### src/hw/rtl/tpra_pkg.sv
`default_nettype none
package tpra_pkg;

  localparam int LANES = 3;
  localparam int RES_W = 30;
  localparam int OUT_W = 63;
  localparam int INT_W = 64;
  localparam int BAR_W = INT_W - RES_W + 1;
  localparam int STEPS = RES_W;
  localparam int RED_LAT = 3;
  localparam int MM_LAT = RED_LAT + 1;
  localparam int RCN_LAT = 17;
  localparam int QUEUE_DEPTH = 2;
  localparam int OUT_DEPTH = 2;

  localparam logic [RES_W-1:0] P0 = 30'd1000000007;
  localparam logic [RES_W-1:0] P1 = 30'd998244353;
  localparam logic [RES_W-1:0] P2 = 30'd999999937;

  localparam logic [LANES-1:0][RES_W-1:0] LANE_P = {P2, P1, P0};
  localparam logic [LANES-1:0][RES_W-1:0] LANE_E = {P2 - 30'd2, P1 - 30'd2, P0 - 30'd2};
  localparam logic [LANES-1:0][BAR_W-1:0] LANE_M = {
    BAR_W'(64'hFFFF_FFFF_FFFF_FFFF / 64'(P2)),
    BAR_W'(64'hFFFF_FFFF_FFFF_FFFF / 64'(P1)),
    BAR_W'(64'hFFFF_FFFF_FFFF_FFFF / 64'(P0))
  };

  localparam logic [63:0] P01 = 64'(P0) * 64'(P1);
  localparam logic [RES_W-1:0] P01_LO = P01[RES_W-1:0];
  localparam logic [RES_W-1:0] P01_HI = P01[2*RES_W-1:RES_W];
  localparam logic [RES_W-1:0] C02 = P0 - P2;

  typedef enum logic [2:0] {
    KIND_CONVERT = 3'd0,
    KIND_ADD     = 3'd1,
    KIND_SUB     = 3'd2,
    KIND_MUL     = 3'd3,
    KIND_DIV     = 3'd4,
    KIND_RECON   = 3'd5
  } kind_e;

  typedef struct packed {
    logic [2:0]             kind;
    logic signed [INT_W-1:0] int_value;
    logic [RES_W-1:0]       a0;
    logic [RES_W-1:0]       a1;
    logic [RES_W-1:0]       a2;
    logic [RES_W-1:0]       b0;
    logic [RES_W-1:0]       b1;
    logic [RES_W-1:0]       b2;
  } in_t;

  typedef struct packed {
    logic [RES_W-1:0] r0;
    logic [RES_W-1:0] r1;
    logic [RES_W-1:0] r2;
    logic [OUT_W-1:0] recon_value;
  } out_t;

  typedef struct packed {
    logic [2:0]                   kind;
    logic                         neg;
    logic [INT_W-1:0]             mag;
    logic [LANES-1:0][RES_W-1:0]  a;
    logic [LANES-1:0][RES_W-1:0]  b;
  } item_t;

  typedef struct packed {
    logic  valid;
    item_t item;
  } qhead_t;

  function automatic logic [RES_W-1:0] red30(logic [RES_W-1:0] x, logic [RES_W-1:0] p);
    return (x >= p) ? x - p : x;
  endfunction

  function automatic logic [RES_W-1:0] sub_mod(logic [RES_W-1:0] x, logic [RES_W-1:0] y,
                                               logic [RES_W-1:0] p);
    return (x >= y) ? x - y : RES_W'(31'(x) + 31'(p) - 31'(y));
  endfunction

  function automatic logic [RES_W-1:0] mul_mod_c(logic [RES_W-1:0] x, logic [RES_W-1:0] y,
                                                 logic [RES_W-1:0] p);
    logic [RES_W:0] acc;
    logic [RES_W:0] xx;
    acc = '0;
    xx = {1'b0, x};
    for (int i = 0; i < RES_W; i++) begin
      if (y[i]) begin
        acc = acc + xx;
        if (acc >= {1'b0, p}) acc = acc - {1'b0, p};
      end
      xx = xx + xx;
      if (xx >= {1'b0, p}) xx = xx - {1'b0, p};
    end
    return acc[RES_W-1:0];
  endfunction

  function automatic logic [RES_W-1:0] inv_mod(logic [RES_W-1:0] x, logic [RES_W-1:0] p);
    logic [RES_W-1:0] acc;
    logic [RES_W-1:0] base;
    logic [RES_W-1:0] e;
    acc = RES_W'(1);
    base = x;
    e = p - RES_W'(2);
    for (int i = 0; i < RES_W; i++) begin
      if (e[i]) acc = mul_mod_c(acc, base, p);
      base = mul_mod_c(base, base, p);
    end
    return acc;
  endfunction

  localparam logic [RES_W-1:0] INV1 = inv_mod(P0 - P1, P1);
  localparam logic [RES_W-1:0] INV2 = inv_mod(RES_W'(P01 % 64'(P2)), P2);

endpackage
`default_nettype wire

### src/hw/rtl/tpra_front.sv
`default_nettype none
module tpra_front import tpra_pkg::*; (
  input  logic   clk_i,
  input  logic   rst_ni,
  input  logic   push_i,
  input  in_t    in_data_i,
  output logic   full_o,
  output qhead_t q_o,
  input  logic   q_pop_i
);

  localparam int PTR_W = $clog2(QUEUE_DEPTH);
  localparam int CNT_W = $clog2(QUEUE_DEPTH + 1);

  item_t            item;
  item_t            mem_q [QUEUE_DEPTH];
  logic [PTR_W-1:0] wr_q;
  logic [PTR_W-1:0] rd_q;
  logic [CNT_W-1:0] cnt_q;
  logic             wr_en;
  logic             rd_en;
  logic [INT_W-1:0] ival;

  assign ival = in_data_i.int_value;

  always_comb begin
    item.kind = in_data_i.kind;
    item.neg  = ival[INT_W-1];
    item.mag  = item.neg ? (~ival + INT_W'(1)) : ival;
    item.a[0] = red30(in_data_i.a0, P0);
    item.a[1] = red30(in_data_i.a1, P1);
    item.a[2] = red30(in_data_i.a2, P2);
    item.b[0] = red30(in_data_i.b0, P0);
    item.b[1] = red30(in_data_i.b1, P1);
    item.b[2] = red30(in_data_i.b2, P2);
  end

  assign full_o   = (cnt_q == CNT_W'(QUEUE_DEPTH));
  assign wr_en    = push_i && !full_o;
  assign rd_en    = q_pop_i && (cnt_q != '0);
  assign q_o.valid = (cnt_q != '0);
  assign q_o.item  = mem_q[rd_q];

  always_ff @(posedge clk_i) begin
    if (wr_en) begin
      mem_q[wr_q] <= item;
    end
  end

  always_ff @(posedge clk_i or negedge rst_ni) begin
    if (!rst_ni) begin
      wr_q  <= '0;
      rd_q  <= '0;
      cnt_q <= '0;
    end else begin
      if (wr_en) begin
        wr_q <= (wr_q == PTR_W'(QUEUE_DEPTH - 1)) ? '0 : wr_q + PTR_W'(1);
      end
      if (rd_en) begin
        rd_q <= (rd_q == PTR_W'(QUEUE_DEPTH - 1)) ? '0 : rd_q + PTR_W'(1);
      end
      cnt_q <= cnt_q + CNT_W'(wr_en) - CNT_W'(rd_en);
    end
  end

endmodule
`default_nettype wire

### config.mk
export PLATFORM = sky130hd
export DESIGN_NAME = tpra_front
export DESIGN_NICKNAME = d
export VERILOG_FILES = /design/src/hw/rtl/tpra_pkg.sv /design/src/hw/rtl/tpra_front.sv
export SDC_FILE = /design/constraint.sdc
export NUM_CORES = 1
export LEC_CHECK = 0
export ABC_AREA = 1
export BUFFER_PORTS_ARGS = -buffer_cell sky130_fd_sc_hd__buf_2
export CORE_ASPECT_RATIO = 1.25
export CORE_MARGIN = 10
export CORE_UTILIZATION = 40
export CTS_CLUSTER_SIZE = 24
export DETAILED_ROUTE_END_ITERATION = 10
export MAX_ROUTING_LAYER = met4
export PLACE_DENSITY = 0.59
export SLEW_MARGIN = 20
export SYNTH_ARGS = -nofsm -noshare
export SYNTH_HDL_FRONTEND = slang
export SYNTH_SLANG_ARGS = --single-unit
### constraint.sdc
create_clock -name clk_i -period 15.2 [get_ports clk_i]
set_input_delay 2.28 -clock clk_i [delete_from_list [all_inputs] [get_ports clk_i]]
set_output_delay 2.28 -clock clk_i [all_outputs]
set_load 0.01 [all_outputs]
==> results.sh <==
export IMPL_drt_first_pass_iters=5
export IMPL_timing_rr_end="mem_q[0][71]$_DFFE_PP_"
export IMPL_layout_setup_ws_ns=9.54
export IMPL_cts_resized=0
export IMPL_area_growth_pct=17.4
export IMPL_min_to="cnt_q[0]$_DFF_PN0_"
export IMPL_post_route_util=0.472
export IMPL_tightest_slew_ns=1.02
export IMPL_via_count=25200
export IMPL_clkSinkCount=500
export IMPL_synthXorXnorAreaFrac=0.0382
export IMPL_place_ws_ns=9.65
export IMPL_die_y_um=320
export IMPL_ctsRootBufferMaster="clkbuf_16"
export IMPL_startpoint="rd_q$_DFFE_PN0P_"
export IMPL_min_path_cells=1
export IMPL_regToRegSetupSlack_ns=11.62
export IMPL_wirelength_um=92200
export IMPL_drt_wirelength_per_cell_um=17.9
export IMPL_hold_viol=0
export IMPL_hold_buffers=0
export IMPL_synth_flop_cell="edfxtp_1"
export IMPL_power_mw=5.00
export IMPL_fin_area_sq_um=33900
export IMPL_vias_per_cell=4.91
export IMPL_synthDistinctLibCells=47
export IMPL_synthAdderAreaFrac=0.00563
export IMPL_worst_hold_slack_ns=0.576
export IMPL_ys_seq_area_frac=0.519
export IMPL_htreeDepth=2
export IMPL_io_pins=501
export IMPL_max_clock_freq_mhz=177
export IMPL_initial_core_util=0.402
export IMPL_yosys_warnings=0
export IMPL_drtIter0Drc=1589
export IMPL_layout_min_cycle_time_ns=5.66
export IMPL_placed_cells_incl_taps=5025
export IMPL_antenna_found_initial=22
export IMPL_clk_latency_ns=0.60
export IMPL_rr_worst_depth=6
export IMPL_tns_ns=0
export IMPL_r2r_start="cnt_q[1]$_DFF_PN0_"
export IMPL_first_global_vias=24400
export IMPL_setup_worst_path_start_class="flip-flop"
export IMPL_path_clk_slew_ns=0.06
export IMPL_dieArea_sq_um=83400
export IMPL_p_comb_frac=0.352
export IMPL_max_cap_violations=0
export IMPL_synth_mux_area_frac=0
export IMPL_clock_path_buffers=3
export IMPL_async_flop_share=0.00800
export IMPL_synthCells=3663
export IMPL_worstSetupPathType="reg -> out"
export IMPL_cts_buffers=53
export IMPL_setup_viol=0
export IMPL_crit_fanout=66
export IMPL_powerDensity_nw_per_um2=147
export IMPL_hold_class="reg -> reg"
export IMPL_synth_edf_count=496
export IMPL_crit_arrival_ns=3.38
export IMPL_dpl_cell_area_sq_um=32200
export IMPL_globalplace_congestion=0.945
export IMPL_stdcell_count=5138
export IMPL_core_sq_um=71800
export IMPL_grt_usage=0.220
export IMPL_die_w_um=260
export IMPL_ff_latch_area_sq_um=15000
export IMPL_drive_gt1_frac=0.160
export IMPL_vdd_drop_max_mv=0.142
export IMPL_power_switching_mw=1.88
export IMPL_holdCritStartpoint="cnt_q[0]$_DFF_PN0_"
export IMPL_synth_nets=3927
export IMPL_rsz0062_at_grt="false"
export IMPL_grt_pass1_wl_um=139000
export IMPL_layout_commonest_cell="nand2_1"
export IMPL_drc=0
export IMPL_ys_ff_latch=500
export IMPL_swShare=0.375
export IMPL_internal_power_mw=3.12
export IMPL_port_buffers=500
export IMPL_p_clk_frac=0.249
export IMPL_dp_hpwl_um=69200
export IMPL_avgSynthCellArea_sq_um=7.89
export IMPL_multi_input_area_sq_um=12200
export IMPL_fin_crit_sh=0.372
export IMPL_post_cts_buffers=0
export IMPL_final_max_slew_violation_count=0
export IMPL_seqPwrFrac=0.399
export IMPL_slew_limit_headroom=0.321
export IMPL_leakagePower_nw=15.6
export IMPL_layout_common_cells="nand2_1 (1640), buf_2 (500), edfxtp_1 (496), nor2_1 (390), inv_1 (307)"
export IMPL_synthSimpleGateAreaFrac=0.341
export IMPL_grt_start_max_net_pins=134
export IMPL_row_count=110
export IMPL_synth_top_family_by_area="simple AND/OR/NAND/NOR gates"
export IMPL_cts_tree="built"
export IMPL_nets=4392
export IMPL_syn_area_sq_um=28900
export IMPL_outcome="completed"
export IMPL_synth_compound_area_frac=0.0368
export IMPL_num_fill_cells=7237
export IMPL_overflow=0
export IMPL_worstPathRequired_ns=12.92
export IMPL_end_kind="output pin"
export IMPL_ant_nets=0
export IMPL_skew_ns=0.0218
## area by class of cell
type,count,area share
Sequential cell,500,0.442
Timing Repair Buffer,513,0.0774
Antenna cell,20,0.00148
Clock inverter,24,0.00624
Tap cell,952,0.0351
Clock buffer,69,0.0421
Multi-Input combinational cell,2743,0.360
Inverter,317,0.0353
## how the worst max path moves through the flow
stage                     depth (start not counted)                     end  slack, ns
after detailed placement                          6  mem_q[0][71]$_DFFE_PP_       9.65
after global placement                            6  mem_q[1][71]$_DFFE_PP_       9.67
final                                             5                 q_o[57]       9.54
after floorplan                                   2   mem_q[0][0]$_DFFE_PP_       1.57
after CTS                                         5                 q_o[57]       9.42
after global routing                              5                 q_o[57]       9.26
## cell families (layout without fill, tap and decap cells)
group | count (synthesis) | count (layout)
and+or+nand+nor | 2410 | 2410
DFF | 500 | 500
other | 0 | 20
adders and majority gates | 13 | 13
AOI/OAI and AO/OA | 194 | 194
xor gates and xnor gates | 126 | 126
buffers and inverters | 420 | 923
## routing by layer
metal / up-vias / wire [um] / global-route usage
met5: - / 0 / -
met4: 0 / 3020 / 0.0736
met3: 147 / 6300 / 0.0493
met2: 696 / 44600 / 0.364
met1: 11700 / 38300 / 0.260
li1: 12700 / - / -
## worst max-delay path, cell delays in order (launching register included)
cell and delay, ns:
dfrtp_4 0.85, buf_4 0.73, buf_4 0.63, nand2_1 0.09
nand2_1 0.22, buf_2 0.19
## cell usage after synthesis, types with 3 or more instances
cell type,instances,share of area
o21ai_0,90,0.016
nor2_4,3,0.0012
nand2_4,4,0.0016
nor3_1,18,0.0031
nor3_2,6,0.0021
dfrtp_1,4,0.0035
nand4_1,36,0.0078
nand2_2,12,0.0026
nand3b_1,20,0.0052
a21o_1,3,0.00078
a31oi_1,5,0.0011
a21oi_1,51,0.0088
nor2_1,392,0.051
buf_2,23,0.0040
inv_1,307,0.040
and3_1,3,0.00065
inv_2,9,0.0012
nor2_2,15,0.0032
or2_2,3,0.00065
buf_6,10,0.0039
o21bai_1,7,0.0018
ha_1,13,0.0056
a21boi_1,4,0.0010
xor2_1,106,0.032
nand3_1,232,0.040
edfxtp_1,496,0.52
o21ai_1,17,0.0029
clkbuf_1,62,0.0081
nand2_1,1640,0.21
nand3_2,21,0.0073
a21boi_0,4,0.0010
buf_4,6,0.0016
xnor2_1,20,0.0061
## registers in the layout, indices dropped and copies added (netlist names)
signal and flops:
rd_q 1, cnt_q 2, mem_q 496, wr_q 1
## power groups by stage
stage	Combinational, mW	Sequential (mW)	Clock (mW)
after CTS	1.80	1.99	1.28
after floorplan	0.973	2.13	0
after detailed placement	1.80	2.02	0
after global routing	1.95	2.02	1.33
final	1.76	1.99	1.24
after global placement	1.79	2.02	0
Note: power is estimated with default switching activity, not from simulation.
